[src/rtl/tqr_div.sv]
// ----------------------------------------------------------------------------
// tqr_div
// Pipelined restoring divider. Shifts QW dividend bits into a remainder that
// starts below the divisor, up to ceil(QW/STAGES) steps per register stage.
// ----------------------------------------------------------------------------
`timescale 1ns / 1ps
`default_nettype none

module tqr_div #(
    parameter int DW     = 10,
    parameter int QW     = 29,
    parameter int STAGES = 8
) (
    input  wire logic          clk,
    input  wire logic          en,
    input  wire logic [DW-1:0] r0,
    input  wire logic [QW-1:0] lo,
    input  wire logic [DW-1:0] d,
    output logic      [QW-1:0] q,
    output logic      [DW-1:0] r
);

    localparam int SPS = (QW + STAGES - 1) / STAGES;

    logic [DW-1:0] r_reg   [STAGES];
    logic [QW-1:0] lo_reg  [STAGES];
    logic [QW-1:0] q_reg   [STAGES];
    logic [DW-1:0] d_reg   [STAGES];
    logic [DW-1:0] r_next  [STAGES];
    logic [QW-1:0] lo_next [STAGES];
    logic [QW-1:0] q_next  [STAGES];
    logic [DW-1:0] src_r   [STAGES+1];
    logic [QW-1:0] src_lo  [STAGES+1];
    logic [QW-1:0] src_q   [STAGES+1];
    logic [DW-1:0] src_d   [STAGES+1];

    // divide steps of every stage
    always_comb
    begin
        logic [DW:0]   t;
        logic [DW-1:0] rv;
        logic [QW-1:0] lv;
        logic [QW-1:0] qv;
        src_r[0]  = r0;
        src_lo[0] = lo;
        src_q[0]  = '0;
        src_d[0]  = d;
        for (int s = 0; s < STAGES; s++)
        begin
            src_r[s+1]  = r_reg[s];
            src_lo[s+1] = lo_reg[s];
            src_q[s+1]  = q_reg[s];
            src_d[s+1]  = d_reg[s];
        end
        for (int s = 0; s < STAGES; s++)
        begin
            rv = src_r[s];
            lv = src_lo[s];
            qv = src_q[s];
            t  = '0;
            for (int k = 0; k < SPS; k++)
            begin
                if (s * SPS + k < QW)
                begin
                    t  = {rv, lv[QW-1]};
                    lv = {lv[QW-2:0], 1'b0};
                    if (t >= {1'b0, src_d[s]})
                    begin
                        rv = DW'(t - {1'b0, src_d[s]});
                        qv = {qv[QW-2:0], 1'b1};
                    end
                    else
                    begin
                        rv = t[DW-1:0];
                        qv = {qv[QW-2:0], 1'b0};
                    end
                end
            end
            r_next[s]  = rv;
            lo_next[s] = lv;
            q_next[s]  = qv;
        end
    end

    // stage registers
    always_ff @(posedge clk)
    begin
        if (en)
        begin
            for (int s = 0; s < STAGES; s++)
            begin
                r_reg[s]  <= r_next[s];
                lo_reg[s] <= lo_next[s];
                q_reg[s]  <= q_next[s];
                d_reg[s]  <= src_d[s];
            end
        end
    end

    assign q = q_reg[STAGES-1];
    assign r = r_reg[STAGES-1];

endmodule

`default_nettype wire

[config.mk]
export PLATFORM = sky130hd
export DESIGN_NAME = tqr_div
export DESIGN_NICKNAME = d
export VERILOG_FILES = /design/src/rtl/tqr_div.sv
export SDC_FILE = /design/constraint.sdc
export NUM_CORES = 1
export LEC_CHECK = 0
export BUFFER_PORTS_ARGS = -buffer_cell sky130_fd_sc_hd__clkbuf_2
export CAP_MARGIN = 15
export CORE_ASPECT_RATIO = 1.1
export CORE_MARGIN = 4
export CORE_UTILIZATION = 40
export CTS_BUF_LIST = sky130_fd_sc_hd__clkbuf_8
export DETAILED_ROUTE_END_ITERATION = 12
export GPL_ROUTABILITY_DRIVEN = 0
export SYNTH_ARGS = -nofsm -noshare
export SYNTH_HDL_FRONTEND = slang
export SYNTH_SLANG_ARGS = --single-unit
[constraint.sdc]
create_clock -name clk -period 12.43 [get_ports clk]
set_input_delay 1.243 -clock clk [delete_from_list [all_inputs] [get_ports clk]]
set_output_delay 1.243 -clock clk [all_outputs]
set_load 0.03 [all_outputs]
**After elaboration in Yosys (flattened, before gate mapping)**

Memory sizes are Yosys's and may differ from the RTL's.
Cells that the tools add are included.

- Register bits: 0
- Input port bits: 51
- Memories kept: 4
- Memory bits (writable): 616
- Output and inout bits: 39

- $add $sub $neg: 29
- Muxes and demuxes: 60
- Order comparisons: 29

Memories:

| memory | depth | width | read ports | clocked after memory_dff | wr ports | line | RTL |
|---|---|---|---|---|---|---|---|
| q_reg | 8 | 29 | 8 | 0 | 8 | 27 | `logic [QW-1:0] q_reg [STAGES];` |
| lo_reg | 8 | 28 | 7 | 0 | 8 | 26 | `logic [QW-1:0] lo_reg [STAGES];` |
| d_reg | 8 | 10 | 7 | 0 | 8 | 28 | `logic [DW-1:0] d_reg [STAGES];` |
| r_reg | 8 | 10 | 8 | 0 | 8 | 25 | `logic [DW-1:0] r_reg [STAGES];` |

Operator list:

| kind | count |
|---|---|
| 11-bit by 10-bit >= comparator with 1-bit output | 29 |
| 10-bit 2-to-1 mux | 29 |
| 10-bit subtractor | 29 |
| 1-bit 2-to-1 mux | 31 |

**Longest topological paths before layout**

An unclocked memory read counts as a cell.

- Word-level depth: 9
- Depth in mapped cells: 44
- Depth with buffers taken out: 41

**Worst setup path after synthesis**

OpenSTA, ideal clock, no wires.

- Path type: input port to flip-flop
- From: in d[1]
- To: mem r_reg[0][3], data pin
- Data required time: 12.156 ns
- Arrival: 9.913 ns
- Path slack: 2.243 ns
- Cell stages on the path: 39
- Cell sequence: inv_1 ha_1 nor2b_1 o31a_1 o22ai_1 o21a_1 buf_1 nor2_1 a21oi_1 inv_1 ha_1 nor2b_1 o211ai_1 a311oi_1 nor4_1 o31ai_1 nor2_1 o21ai_0 (+3 left out) o31a_1 o31ai_1 a21oi_1 o22a_1 nor4_1 or2_2 buf_2 mux2_2 ha_1 o21ai_0 a21oi_1 o41ai_1 o21ai_0 a211oi_1 nor4b_2 a31o_2 buf_2 o221ai_1

RTL lines:

| item | line | RTL |
|---|---|---|
| start: declaration | 18 | `input wire logic [DW-1:0] d,` |
| end: declaration | 25 |  |

==> results.json <==
{
  "post-route-period-util_pct": 89.0,
  "synth.top_cells.by_area": "sky130_fd_sc_hd__edfxtp_1 (41%), sky130_fd_sc_hd__ha_1 (13%), sky130_fd_sc_hd__xnor2_1 (3.9%), sky130_fd_sc_hd__mux2_2 (3.4%), sky130_fd_sc_hd__a21oi_1 (2.8%)",
  "route.detailed.drc": 0,
  "nets": 3205,
  "track_usage_pct": 18.7,
  "holdCritPathClass": "flop to flop",
  "max_slew.worst_pin.slew_ps": 1180,
  "start_kind": "flop",
  "core_area_sq_um": 70200,
  "unrepaired_setup_endpoints_after_global_routing": "false",
  "dp_hpwl_microns": 53600,
  "postCtsResizedCells": 0,
  "crit_required_ps": 12820,
  "timing.critical_path.slowest_cell_delay_ps": 580,
  "post_synth_inst_count": 2707,
  "worst_path_class_setup": "flop to flop",
  "synth-seq-cells": 382,
  "postCtsSetupBuffers": 0,
  "cts_made_buffers": 70,
  "finalSetupViolations": 0,
  "r2r_end": "r_reg[1][12]",
  "wire_length_per_cell_microns": 18.7,
  "mostFrequentLayoutCells": "sky130_fd_sc_hd__edfxtp_1 (382), sky130_fd_sc_hd__ha_1 (290), sky130_fd_sc_hd__inv_1 (226), sky130_fd_sc_hd__nor2_1 (165), sky130_fd_sc_hd__a21oi_1 (161)",
  "worstRegToRegCells": 38,
  "worstSkewPairLatency_ps": 670,
  "syn-cell-area_sq_um": 28300,
  "cts.htree.levels": 3,
  "die_h_microns": 287,
  "worst_hold_path.endpoint": "q_reg[1][100]",
  "fill_cells": 6642,
  "grt_pass1_vias": 21923,
  "dr.first_iter.drc_count": 1475,
  "area_delta_synth_final_pct": 10.3,
  "skew_ps": 42.4,
  "yosys_warnings": 0,
  "timing.critical_path.buf_inv": 5,
  "routed_wl_microns": 71500,
  "maxClockFrequency_ghz": 0.0903,
  "horiz_die_dim_microns": 262,
  "synthDominantCellAreaShare_pct": 40.6,
  "timing.final.ws_setup_ps": 1360,
  "synth-edff-count": 382,
  "floorplan.rows": 102,
  "clk_root_buffer_cell": "sky130_fd_sc_hd__clkbuf_8",
  "holdPathStages": 0,
  "dp_worst_setup_slack_ps": 919,
  "critPathMaxFanout": 17,
  "grt_pass1_wl_microns": 114000,
  "ios": 90,
  "worstReg2RegStart": "d_reg[4][8]",
  "holdCritStartpoint": "q_reg[1][70]",
  "synthFlopType": "sky130_fd_sc_hd__edfxtp_1",
  "largest_reg_flops": 141,
  "post_route_setup_tns_ps": 0,
  "die_area_sq_um": 75000,
  "start_util_pct": 40.3,
  "cell_taking_the_most_area_after_synthesis": "sky130_fd_sc_hd__edfxtp_1",
  "final_period_minus_worst_setup_slack_ps": 11070,
  "final-max-slew-violation-count": 0,
  "register_area_share_after_synthesis_pct": 40.6,
  "cts_tree": "done",
  "unique_cell_type_count_in_the_yosys_netlist": 93,
  "vias": 21725,
  "syn_avg_cell_area_sq_um": 10.4,
  "crit_end_category": "flop",
  "rrSetupSlack_ps": 1360,
  "layout-drive-gt1-share_pct": 11.3,
  "cts_sinks": 382,
  "grt.overflow.total": 0,
  "number_of_vias_per_cell_after_detailed_routing": 5.68,
  "critPathTopFamily": "compound AO/OA/AOI/OAI gates",
  "io_buffers": 89,
  "number_of_max_capacitance_violations_reported": 0,
  "crit_path_frequent_cell": "sky130_fd_sc_hd__ha_1",
  "detail_route.first_pass.iterations": 5,
  "data_arrival_at_the_endpoint_of_the_critical_path_ps": 11460,
  "hold_violations": 0,
  "grt_max_degree": 119,
  "utilization_pct": 44.5,
  "timing.critical_path.slowest_stage_cell": "sky130_fd_sc_hd__or4_1",
  "mostFrequentLayoutCell": "sky130_fd_sc_hd__edfxtp_1",
  "route.antenna.remaining_nets": 0,
  "hold_buffers": 0,
  "syn-num-nets": 3077,
  "cts_buffer_depth": 3,
  "timing.slew.headroom_pct": 21.4,
  "status": "finished, final reports clean",
  "cts.clk_slew.worst_paths_ps": 80,
  "postSynth.asyncResetShare_pct": 0,
  "number_of_antenna_violations_at_the_first_check_in_global_routing": 1
}
[metal layers]
layer  up-vias  share of wire (%)  GRT usage [%]
met2       590                 49           32.9
met3       177                4.5           2.90
met1     10473                 41           22.4
met4         0                4.6           9.02
li1      10485                  -              -
met5         -                  0              0
[cell type report]
cell class / instances / area [sq um] / share of cell area, %
Clock inverter: 53 / 447 / 1.43
Antenna cell: 1 / 2.50 / 0.00802
Inverter: 218 / 821 / 2.63
Sequential cell: 382 / 11500 / 36.8
Timing Repair Buffer: 103 / 561 / 1.80
Multi-Input combinational cell: 2060 / 15800 / 50.5
Clock buffer: 71 / 977 / 3.13
Tap cell: 936 / 1170 / 3.75
[logic make-up (layout without fill, tap and decap cells)]
group	after synthesis	count (layout)	share of synthesized area [%]
buffers and inverters	265	445	3.75
muxes	118	118	4.57
DFF	382	382	40.6
adders and majority gates	319	319	14.9
AOI/OAI and AO/OA	743	743	18.0
xor gates and xnor gates	188	188	5.82
other	0	1	0
and+or+nand+nor	692	692	12.5
[how the worst max path moves through the flow]
stage / startpoint / end / slack, ps / depth (start not counted)
global placement: d[1] / r_reg[0][3] / 1240 / 40
CTS: d_reg[4][8] / r_reg[1][12] / 1420 / 38
floorplan: d[1] / r_reg[0][3] / 2240 / 39
detailed placement: d[1] / r_reg[0][3] / 920 / 40
finish: d_reg[4][8] / r_reg[1][12] / 1360 / 38
global route: d_reg[4][1] / r_reg[1][12] / 470 / 38
[synthesized netlist by cell type, types with 6 or more instances]
library cell and n:
sky130_fd_sc_hd__a21oi_1 161, sky130_fd_sc_hd__a21o_1 95, sky130_fd_sc_hd__nor2_1 165, sky130_fd_sc_hd__o21a_1 59
sky130_fd_sc_hd__nand2_1 142, sky130_fd_sc_hd__nand2b_1 45, sky130_fd_sc_hd__mux2i_1 32, sky130_fd_sc_hd__a221oi_1 16
sky130_fd_sc_hd__nor2b_1 66, sky130_fd_sc_hd__o2111ai_1 6, sky130_fd_sc_hd__a21boi_0 9, sky130_fd_sc_hd__edfxtp_1 382
sky130_fd_sc_hd__nor4_1 9, sky130_fd_sc_hd__nand3b_1 11, sky130_fd_sc_hd__xnor2_1 127, sky130_fd_sc_hd__a211oi_1 32
sky130_fd_sc_hd__o211ai_1 16, sky130_fd_sc_hd__buf_4 11, sky130_fd_sc_hd__o31ai_1 20, sky130_fd_sc_hd__ha_1 290
sky130_fd_sc_hd__fa_1 29, sky130_fd_sc_hd__o41ai_1 8, sky130_fd_sc_hd__and2_1 15, sky130_fd_sc_hd__clkbuf_1 20
sky130_fd_sc_hd__o21bai_1 12, sky130_fd_sc_hd__and3_1 24, sky130_fd_sc_hd__or3_1 13, sky130_fd_sc_hd__o31a_1 19
sky130_fd_sc_hd__nand3_1 48, sky130_fd_sc_hd__a31oi_1 10, sky130_fd_sc_hd__a221o_1 33, sky130_fd_sc_hd__a211o_1 7
sky130_fd_sc_hd__mux2_2 85, sky130_fd_sc_hd__inv_1 211, sky130_fd_sc_hd__o221ai_1 14, sky130_fd_sc_hd__o21ai_0 152
sky130_fd_sc_hd__nand4_1 49, sky130_fd_sc_hd__xor2_1 61, sky130_fd_sc_hd__or2_2 12, sky130_fd_sc_hd__buf_2 11
sky130_fd_sc_hd__nor3_1 60
[metrics by stage]
step / cells / hold WS [ps] / instance area (sq um)
after floorplan: 2707 / 400 / 28300
after global placement: 3699 / 400 / 29800
after detailed placement: 3699 / 405 / 29800
after CTS: 3823 / 398 / 31200
after global routing: 3824 / 409 / 31200
final: 3824 / 398 / 31200
Power is not shown: default switching activity piles up to over one toggle a cycle in this logic, so the estimate is an artifact.
